[src/rtl/core/pwaw_pkg.sv]
`timescale 1ns / 1ps
// ----------------------------------------------------------------------------
// pwaw_pkg
// Shared types, constants and register codes of the angle-wrapping PID block.
// ----------------------------------------------------------------------------
package pwaw_pkg;

  localparam int FRAC_BITS_DEF = 16;
  localparam int ACC_WIDTH_DEF = 48;

  // pi in Q32.32
  localparam logic [63:0] PI_Q32 = 64'd13493037705;

  typedef logic signed [63:0] term_t;
  typedef logic signed [65:0] wide_t;
  typedef logic signed [97:0] accp_t;
  typedef logic signed [34:0] errw_t;

  localparam term_t TERM_LIM = 64'sh2000_0000_0000_0000;

  localparam int DDIV_W   = 63;
  localparam int TS_W     = 31;
  localparam int KI_MAG_W = 32;

  typedef logic [2:0] cfg_idx_t;

  localparam cfg_idx_t CFG_KP    = 3'd0;
  localparam cfg_idx_t CFG_KI    = 3'd1;
  localparam cfg_idx_t CFG_KD    = 3'd2;
  localparam cfg_idx_t CFG_TS    = 3'd3;
  localparam cfg_idx_t CFG_UP    = 3'd4;
  localparam cfg_idx_t CFG_LO    = 3'd5;
  localparam cfg_idx_t CFG_ANGLE = 3'd6;

  localparam logic [TS_W-1:0] TS_RST = 31'd655;
  localparam logic signed [31:0] UP_RST = 32'sd196608;
  localparam logic signed [31:0] LO_RST = -32'sd196608;

  typedef struct packed {
    logic signed [31:0] reference;
    logic signed [31:0] feedback;
  } in_t;

  typedef struct packed {
    logic signed [31:0] drive;
    logic               clamped;
  } out_t;

  typedef enum logic [2:0] {
    MUL_KD,
    MUL_KP,
    MUL_TS,
    MUL_ILO,
    MUL_IHI
  } mul_sel_e;

  typedef struct packed {
    logic     load_in;
    logic     calc_err;
    logic     mul_en;
    mul_sel_e mul_sel;
    logic     start_bdiv;
    logic     start_ddiv;
    logic     take_p;
    logic     take_inc;
    logic     integ;
    logic     acc_lo;
    logic     acc_hi;
    logic     take_i;
    logic     sum;
    logic     load_out;
  } cmd_t;

  typedef struct packed {
    logic div_busy;
    logic out_busy;
  } sts_t;

endpackage

[src/rtl/core/pwaw_ctrl.sv]
`timescale 1ns / 1ps
// ----------------------------------------------------------------------------
// pwaw_ctrl
// Sequencer that steps the datapath through one controller update.
// ----------------------------------------------------------------------------
module pwaw_ctrl (
  input  logic           clk_i,
  input  logic           rst_ni,
  input  logic           in_valid_i,
  output logic           in_ready_o,
  input  pwaw_pkg::sts_t sts_i,
  output pwaw_pkg::cmd_t cmd_o
);

  typedef enum logic [12:0] {
    S_IDLE  = 13'b0000000000001,
    S_ERR   = 13'b0000000000010,
    S_MKD   = 13'b0000000000100,
    S_MKP   = 13'b0000000001000,
    S_MTS   = 13'b0000000010000,
    S_WDIV  = 13'b0000000100000,
    S_INTEG = 13'b0000001000000,
    S_MILO  = 13'b0000010000000,
    S_MIHI  = 13'b0000100000000,
    S_ACCUM = 13'b0001000000000,
    S_TERM  = 13'b0010000000000,
    S_SUM   = 13'b0100000000000,
    S_DONE  = 13'b1000000000000
  } state_e;

  state_e state_q, state_d;

  always_comb begin
    state_d       = state_q;
    cmd_o         = '0;
    cmd_o.mul_sel = pwaw_pkg::MUL_KD;
    in_ready_o    = 1'b0;
    case (state_q)
      S_IDLE: begin
        in_ready_o = 1'b1;
        if (in_valid_i) begin
          cmd_o.load_in = 1'b1;
          state_d       = S_ERR;
        end
      end
      S_ERR: begin
        cmd_o.calc_err = 1'b1;
        state_d        = S_MKD;
      end
      S_MKD: begin
        cmd_o.mul_en     = 1'b1;
        cmd_o.mul_sel    = pwaw_pkg::MUL_KD;
        cmd_o.start_bdiv = 1'b1;
        state_d          = S_MKP;
      end
      S_MKP: begin
        cmd_o.mul_en     = 1'b1;
        cmd_o.mul_sel    = pwaw_pkg::MUL_KP;
        cmd_o.start_ddiv = 1'b1;
        state_d          = S_MTS;
      end
      S_MTS: begin
        cmd_o.mul_en  = 1'b1;
        cmd_o.mul_sel = pwaw_pkg::MUL_TS;
        cmd_o.take_p  = 1'b1;
        state_d       = S_WDIV;
      end
      S_WDIV: begin
        cmd_o.take_inc = 1'b1;
        if (!sts_i.div_busy) begin
          state_d = S_INTEG;
        end
      end
      S_INTEG: begin
        cmd_o.integ = 1'b1;
        state_d     = S_MILO;
      end
      S_MILO: begin
        cmd_o.mul_en  = 1'b1;
        cmd_o.mul_sel = pwaw_pkg::MUL_ILO;
        state_d       = S_MIHI;
      end
      S_MIHI: begin
        cmd_o.mul_en  = 1'b1;
        cmd_o.mul_sel = pwaw_pkg::MUL_IHI;
        cmd_o.acc_lo  = 1'b1;
        state_d       = S_ACCUM;
      end
      S_ACCUM: begin
        cmd_o.acc_hi = 1'b1;
        state_d      = S_TERM;
      end
      S_TERM: begin
        cmd_o.take_i = 1'b1;
        state_d      = S_SUM;
      end
      S_SUM: begin
        cmd_o.sum = 1'b1;
        state_d   = S_DONE;
      end
      S_DONE: begin
        if (!sts_i.out_busy) begin
          cmd_o.load_out = 1'b1;
          state_d        = S_IDLE;
        end
      end
      default: begin
        state_d = S_IDLE;
      end
    endcase
  end

  always_ff @(posedge clk_i or negedge rst_ni) begin
    if (!rst_ni) begin
      state_q <= S_IDLE;
    end else begin
      state_q <= state_d;
    end
  end

endmodule

[config.mk]
export PLATFORM = sky130hd
export DESIGN_NAME = pwaw_ctrl
export DESIGN_NICKNAME = d
export VERILOG_FILES = /design/src/rtl/core/pwaw_pkg.sv /design/src/rtl/core/pwaw_ctrl.sv
export SDC_FILE = /design/constraint.sdc
export NUM_CORES = 1
export LEC_CHECK = 0
export ABC_AREA = 1
export CAP_MARGIN = 25
export CORE_ASPECT_RATIO = 1.1
export CORE_MARGIN = 2
export CORE_UTILIZATION = 34
export DETAILED_ROUTE_END_ITERATION = 10
export DONT_BUFFER_PORTS = 1
export GPL_TIMING_DRIVEN = 0
export MAX_ROUTING_LAYER = met4
export PLACE_DENSITY_LB_ADDON = 0.3
export SYNTH_ARGS = -nofsm -noshare
export SYNTH_HDL_FRONTEND = slang
export SYNTH_SLANG_ARGS = --single-unit
[constraint.sdc]
create_clock -name clk_i -period 1.45 [get_ports clk_i]
set_clock_uncertainty 0.05 [all_clocks]
set_input_delay 0.29 -clock clk_i [delete_from_list [all_inputs] [get_ports clk_i]]
set_output_delay 0.29 -clock clk_i [all_outputs]
set_load 0.02 [all_outputs]
==> results of run 1 <==
[routing by layer]
metal	vias to the layer above	part of all wire
li1	423	-
met1	396	0.41
met2	20	0.54
met3	5	0.034
met4	0	0.018
met5	-	0
[layout make-up]
type | instances | area share
Inverter | 34 | 0.123
Clock buffer | 4 | 0.0196
Tap cell | 31 | 0.0289
Sequential cell | 13 | 0.244
Multi-Input combinational cell | 83 | 0.439
Timing Repair Buffer | 23 | 0.146
[what timing repair did]
action,CTS,global route
resized for setup,48,16
hold buffers,1,0
setup endpoints to repair,18,19
gates cloned,0,0
hold endpoints to repair,13,0
buffers inserted,16,7
pin swaps,7,13
[metrics by stage]
| step | hold WS, ns | worst slack [ns] |
|---|---|---|
| 2_1_floorplan | -0.0556 | -0.0652 |
| 3_3_place_gp | -0.0552 | -0.163 |
| 3_5_place_dp | -0.0553 | -0.186 |
| 4_1_cts | 0.0605 | -0.379 |
| 5_1_grt | 0.0936 | -0.464 |
| 6_report | 0.0663 | -0.406 |
[power by group through the flow]
stage / Combinational [W] / Sequential (W) / Clock [W]
2_1_floorplan: 0.000522 / 0.000469 / 0
3_3_place_gp: 0.000588 / 0.000473 / 0
5_1_grt: 0.00115 / 0.000475 / 0.000253
4_1_cts: 0.000910 / 0.000469 / 0.000236
3_5_place_dp: 0.000599 / 0.000475 / 0
6_report: 0.00108 / 0.000469 / 0.000235
[how the worst max path moves through the flow]
stage               start        end  slack [ns]
3_5_place_dp   state_q[0]  cmd_o[13]       -0.19
5_1_grt        state_q[5]  cmd_o[13]       -0.46
6_report       state_q[5]  cmd_o[13]       -0.41
3_3_place_gp   state_q[0]  cmd_o[13]       -0.16
4_1_cts        state_q[5]  cmd_o[13]       -0.38
2_1_floorplan  state_q[0]  cmd_o[13]       -0.07
[cells in the mapped netlist, drive strengths merged]
master and n:
nand3 4, nor2 37, inv 34, dfstp 1, nand3b 1, nand4 1, nand2 39, dfrtp 12
nor3 1
[worst reg2reg max path, delay by kind of cell (launching register included)]
kind,cells,cell delay (ns)
buffers and inverters,2,0.26
DFF,1,0.42
and+or+nand+nor,8,0.82
[cell families after synthesis]
family                 Yosys count  share of synthesized area
and+or+nand+nor                 83                      0.492
buffers and inverters           34                      0.145
DFF                             13                      0.363
==> reports/qor.log, run 1 <==
qor: outcome.outcome finished, violations left
qor: outcome.violations_in_the_final_reports negative setup slack
qor: sta.layout_worst_path_cycle_share 1.28
qor: global_routing.globalRoute.busiestLayer met2
qor: placement.number_of_port_buffers 0
qor: power.vdd_ir_drop_max 1.25 mV
qor: worst_hold_path.worstHoldStart in_valid_i
qor: placement.finalWeightedCongestion 0.838
qor: final_layout.largest_register_ff_count 13
qor: flow_run.max_cap_viol_count 0
qor: global_routing.grt_pass1_wl 3.43 mm
qor: final_layout.final.fill_count 234
qor: sta.min_period 1.86 ns
qor: sta.count_of_final_hold_check_violations 0
qor: power.internal_power 0.000968 W
qor: die.initial_core_util 0.360
qor: setup_path.critPathSlowestCell sky130_fd_sc_hd__dfrtp_1
qor: power.areal_power_density_over_the_cells 1330 nW/um2
qor: logic_synthesis.yosysWarningCount 0
qor: global_routing.grt.met2_usage 0.275
qor: worst_hold_path.worst_hold_path_type in -> reg
qor: final_layout.layout.nets 163
qor: power.power.clock.fraction 0.132
qor: die.pin_count 22
qor: setup_path.setup.worst_path.start_class flip-flop
qor: power.seq_power_share 0.263
qor: final_layout.top_register state_q
qor: setup_path.cp_common_cell sky130_fd_sc_hd__nand2_4
qor: cts.cts_max_path_buffers 2
qor: final_layout.post-route-cell-area 1340 um2
qor: logic_synthesis.synth_area_leaders sky130_fd_sc_hd__dfrtp_1, sky130_fd_sc_hd__inv_1, sky130_fd_sc_hd__nand2_1
qor: logic_synthesis.synth_sequential_area_ratio 0.363
qor: global_routing.groute.layer.met1.usage 0.186
qor: sta.setup_total_neg_slack -5.27 ns
qor: power.p_comb_frac 0.605
qor: final_layout.largest_registers state_q (13)
qor: cts.tritoncts yes
qor: global_routing.grt_max_degree 14
qor: setup_path.rr_startpoint state_q[3]
qor: setup_path.worstPathMaxFanout 5
qor: cts.clock_transition_at_the_register_clock_pins_on_the_worst_setup_and_hold_paths_after_cts 0.08 ns
qor: setup_path.worstSetupPathDepth 7
qor: die.die_width 53.0 um
qor: global_routing.global_route.usage.total 0.163
qor: sta.setup_slack -0.406 ns
qor: logic_synthesis.synth_fp_nets 135
qor: cts.cts_buffers 3
qor: die.fp.dieArea 3070 um2
qor: setup_path.critical_path_buf_inv_count 0
qor: logic_synthesis.syn_area_per_cell 6.92 um2
qor: final_layout.antennaDiodeCount 0
qor: final_layout.final_layout_size_suffix_gt1_frac 0.522
qor: global_routing.initial_antenna_violation_count 0
qor: setup_path.path_cells nor2_4 -> nand2_4 -> nor2_2 -> nand2_2 -> nand2_4 -> nor2_4 -> nand2_4
qor: route.drtPass1Iterations 4
qor: placement.place.detailed.hpwl 1.37 mm
qor: power.p_switching 0.000814 W
qor: final_layout.leading_cell_types_in_the_layout_fill_and_taps_excluded sky130_fd_sc_hd__inv_1, sky130_fd_sc_hd__nand2_1, sky130_fd_sc_hd__buf_4
qor: global_routing.global_route.usage.met3 0.0232
qor: setup_path.rr_worst_depth 10
qor: logic_synthesis.synth.largest_area_cell sky130_fd_sc_hd__dfrtp_1
qor: power.total_leakage_power 0.790 nW
qor: placement.dp.cells 161
qor: global_routing.number_of_global_route_vias_before_repair 782
qor: sta.tightest_slew 0.601 ns
qor: logic_synthesis.ys_ff_latch 13
qor: setup_path.critical_path.max_stage_delay 0.42 ns
qor: sta.final-setup-viol-count 19
qor: sta.timing_max_transition_violations_final 0
qor: cts.ctsHtreeMaxLevel 1
qor: final_layout.instances_no_fill 188
qor: die.fp-row-count 19
qor: die.chipHeight 58.0 um
qor: power.netSwitchingFraction 0.457
qor: cts.clock_sink_count 13
qor: setup_path.crit_family simple AND/OR/NAND/NOR gates
qor: final_layout.postLayoutCoreUtil 0.537
qor: route.drc 0
qor: route.wirelength 2.27 mm
qor: sta.max_clock_freq 539 MHz
qor: power.report.power.total 0.00178 W
qor: route.route.antenna.remaining_nets 0
qor: sta.slew_headroom 0.598
qor: route.post_drt_via_cell_ratio 4.49
qor: final_layout.area.sequential 327 um2
qor: setup_path.worst_setup_path_end_kind output pin
qor: logic_synthesis.syn_std_cell_area 900 um2
qor: sta.rsz0062_at_grt true
qor: logic_synthesis.number_of_library_cell_types_mapped_by_synthesis 16
qor: route.dr_total_vias 844
qor: final_layout.area_of_the_multi_input_gates 588 um2
qor: setup_path.worstSetupPathType reg -> out
qor: logic_synthesis.post_synthesis_cells 130
qor: worst_hold_path.min_delay_worst_endpoint state_q[0]
qor: setup_path.cp.arrival 1.52 ns
qor: cts.clock_insertion_delay_worst_skew 0.28 ns
qor: global_routing.global_route.overflow_total 0
qor: worst_hold_path.min_delay_path_depth 3
qor: route.wire_per_inst 12.1 um
qor: setup_path.required 1.11 ns
qor: final_layout.layout-area-overhead-vs-synth 49.0%
qor: setup_path.reg2reg_to state_q[0]
qor: cts.ctsRootBufferMaster sky130_fd_sc_hd__clkbuf_4
qor: placement.post_dp_cell_area 946 um2
qor: final_layout.commonest_non_fill_non_tap_cell_in_the_layout sky130_fd_sc_hd__inv_1
qor: route.first_iter_violations 7
qor: logic_synthesis.synth_top_area_frac 0.334
qor: setup_path.ff2ff_setup_slack -0.15 ns
qor: die.design.core.area 2500 um2
No activity file was read; power rests on OpenSTA's default activity.
==> run 2, diff against run 1 <==
==> constraint.sdc (replaced) <==
create_clock -name clk_i -period 1.9 [get_ports clk_i]
set_clock_uncertainty 0.05 [all_clocks]
set_input_delay 0.38 -clock clk_i [delete_from_list [all_inputs] [get_ports clk_i]]
set_output_delay 0.38 -clock clk_i [all_outputs]
set_load 0.02 [all_outputs]
==> run 2 against run 1 <==
Effect of this change:
- the run still ends with negative setup slack left
- worst setup slack improved by 0.37 ns
- die area unchanged
- core utilization shrank 9.9 points
- via count shrank 10%
- non-clock buffer count down 18
- sequential cell count stayed put
- wire length shrank 20%
- combinational power decreased by 50%
- critical path depth did not move
- critical path type unchanged
- largest power group unchanged
==> reports/qor.log, run 2 (synthesis results as in run 1) <==
qor: final_layout.final_layout_size_suffix_gt1_frac 0.345
qor: final_layout.antennaDiodeCount 0
qor: global_routing.initial_antenna_violation_count 0
qor: cts.clock_insertion_delay_worst_skew 0.29 ns
qor: global_routing.global_route.usage.met3 0.0180
qor: final_layout.final.fill_count 248
qor: power.total_leakage_power 0.693 nW
qor: route.first_iter_violations 21
qor: placement.finalWeightedCongestion 0.850
qor: power.vdd_ir_drop_max 0.714 mV
qor: global_routing.grt.met2_usage 0.218
qor: final_layout.post-route-cell-area 1090 um2
qor: outcome.violations_in_the_final_reports negative setup slack
qor: sta.tightest_slew 0.602 ns
qor: worst_hold_path.worstHoldStart in_valid_i
qor: die.fp-row-count 19
qor: die.chipHeight 58.0 um
qor: worst_hold_path.worst_hold_path_type in -> reg
qor: route.route.antenna.remaining_nets 0
qor: setup_path.worstSetupPathType reg -> out
qor: sta.finalHoldWorstSlack 0.154 ns
qor: sta.max_clock_freq 517 MHz
qor: global_routing.number_of_global_route_vias_before_repair 684
qor: sta.layout_worst_path_cycle_share 1.02
qor: final_layout.largest_register_ff_count 13
qor: route.drc 0
qor: setup_path.rr_startpoint state_q[0]
qor: outcome.outcome finished, violations left
qor: route.wire_per_inst 10.6 um
qor: die.initial_core_util 0.360
qor: cts.cts_max_path_buffers 2
qor: sta.rsz0062_at_grt true
qor: worst_hold_path.min_delay_path_depth 3
qor: final_layout.largest_registers state_q (13)
qor: sta.min_period 1.93 ns
qor: global_routing.groute.layer.met1.usage 0.162
qor: power.p_switching 0.000504 W
qor: die.fp.dieArea 3070 um2
qor: power.seq_power_share 0.332
qor: final_layout.instances_no_fill 170
qor: final_layout.area.sequential 327 um2
qor: die.die_width 53.0 um
qor: setup_path.worstPathMaxFanout 5
qor: setup_path.ff2ff_setup_slack 0.34 ns
qor: setup_path.required 1.47 ns
qor: global_routing.grt_pass1_wl 2.93 mm
qor: cts.ctsHtreeMaxLevel 1
qor: power.report.power.total 0.00108 W
qor: global_routing.global_route.overflow_total 0
qor: power.power.clock.fraction 0.168
qor: final_layout.layout.nets 145
qor: power.internal_power 0.000573 W
qor: die.pin_count 22
qor: placement.place.detailed.hpwl 1.38 mm
qor: sta.timing_max_transition_violations_final 0
qor: power.p_comb_frac 0.499
qor: route.dr_total_vias 759
qor: setup_path.rr_worst_depth 10
qor: setup_path.crit_start state_q[0]
qor: cts.clock_sink_count 13
qor: sta.final-setup-viol-count 1
qor: final_layout.commonest_non_fill_non_tap_cell_in_the_layout sky130_fd_sc_hd__nand2_1
qor: final_layout.leading_cell_types_in_the_layout_fill_and_taps_excluded sky130_fd_sc_hd__nand2_1, sky130_fd_sc_hd__inv_1, sky130_fd_sc_hd__nor2_1
qor: sta.count_of_final_hold_check_violations 0
qor: setup_path.cp.arrival 1.50 ns
qor: setup_path.worst_setup_path_end_kind output pin
qor: final_layout.area_of_the_multi_input_gates 524 um2
qor: cts.ctsRootBufferMaster sky130_fd_sc_hd__clkbuf_4
qor: setup_path.reg2reg_to state_q[0]
qor: placement.dp.cells 161
qor: final_layout.top_register state_q
qor: die.design.core.area 2500 um2
qor: sta.setup_slack -0.0327 ns
qor: final_layout.layout-area-overhead-vs-synth 21.6%
qor: flow_run.max_cap_viol_count 0
qor: setup_path.setup.worst_path.start_class flip-flop
qor: placement.number_of_port_buffers 0
qor: cts.clock_transition_at_the_register_clock_pins_on_the_worst_setup_and_hold_paths_after_cts 0.08 ns
qor: sta.slew_headroom 0.598
qor: cts.tritoncts yes
qor: global_routing.global_route.usage.total 0.133
qor: global_routing.grt_max_degree 14
qor: route.post_drt_via_cell_ratio 4.46
qor: route.wirelength 1.81 mm
qor: cts.cts_buffers 3
qor: worst_hold_path.min_delay_worst_endpoint state_q[0]
qor: route.drtPass1Iterations 4
qor: power.netSwitchingFraction 0.468
qor: global_routing.globalRoute.busiestLayer met2
qor: placement.post_dp_cell_area 938 um2
qor: power.areal_power_density_over_the_cells 985 nW/um2
==> run 2: cell types whose count changed in the layout (fill, tap and decap cells not counted), moves of 2 or more <==
cell | previous run | this run
sky130_fd_sc_hd__buf_4 | 19 | 4
sky130_fd_sc_hd__buf_6 | 2 | 0
sky130_fd_sc_hd__inv_1 | 21 | 25
sky130_fd_sc_hd__inv_2 | 1 | 6
sky130_fd_sc_hd__inv_4 | 9 | 2
sky130_fd_sc_hd__nand2_1 | 20 | 26
sky130_fd_sc_hd__nand2_2 | 8 | 6
sky130_fd_sc_hd__nand2_4 | 9 | 6
sky130_fd_sc_hd__nor2_1 | 17 | 21
sky130_fd_sc_hd__nor2_2 | 7 | 3
==> run 2: layout make-up <==
type	instances	area share
well taps	31	0.0355
clock buffers	4	0.0240
multi-input cells	83	0.479
repair buffers	5	0.0366
inverters	34	0.126
flip-flops and latches	13	0.299
==> run 2: worst max-delay path, cell delays in order, from the launching register on <==
cell                      delay (ns)
sky130_fd_sc_hd__dfstp_2        0.58
sky130_fd_sc_hd__nor2_4         0.05
sky130_fd_sc_hd__nand2_4        0.14
sky130_fd_sc_hd__nor2_4         0.06
sky130_fd_sc_hd__nand2_4        0.09
sky130_fd_sc_hd__nand2_8        0.08
sky130_fd_sc_hd__nor2_4         0.14
sky130_fd_sc_hd__nand2_4        0.08
==> run 2: worst max-delay path by stage <==
stage | cells past startpoint | end | slack [ns]
floorplan | 7 | cmd_o[13] | 0.27
finish | 7 | cmd_o[13] | -0.03
global route | 7 | cmd_o[13] | -0.08
CTS | 7 | cmd_o[13] | -0.03
global placement | 7 | cmd_o[13] | 0.16
detailed placement | 7 | cmd_o[13] | 0.15
==> run 2: what timing repair did <==
item                       4_1_cts  5_1_grt
buffers inserted                 0        4
resized for setup                9       23
pin swaps                        2        6
hold buffers                     1        0
hold endpoints to repair        13        0
gates cloned                     0        0
setup endpoints to repair        3       14
==> run 2: routing by layer <==
layer / share of wire / vias up
met5: 0 / -
met4: 0.024 / 0
met3: 0.031 / 5
met2: 0.51 / 14
met1: 0.43 / 354
li1: - / 386
==> run 2: per-stage QoR <==
| step | util | setup TNS (ns) | setup WS [ns] |
|---|---|---|---|
| 3_5_place_dp | 0.376 | 0 | 0.148 |
| 2_1_floorplan | - | 0 | 0.271 |
| 5_1_grt | 0.438 | -0.218 | -0.0765 |
| 3_3_place_gp | 0.376 | 0 | 0.164 |
| 4_1_cts | 0.403 | -0.0331 | -0.0331 |
| 6_report | 0.438 | -0.0327 | -0.0327 |
==> run 2: power groups by stage <==
stage / combinational, W / sequential, W / clock, W
finish: 0.000538 / 0.000358 / 0.000181
global route: 0.000589 / 0.000362 / 0.000187
CTS: 0.000474 / 0.000359 / 0.000180
detailed placement: 0.000447 / 0.000363 / 0
global placement: 0.000440 / 0.000361 / 0
floorplan: 0.000393 / 0.000358 / 0
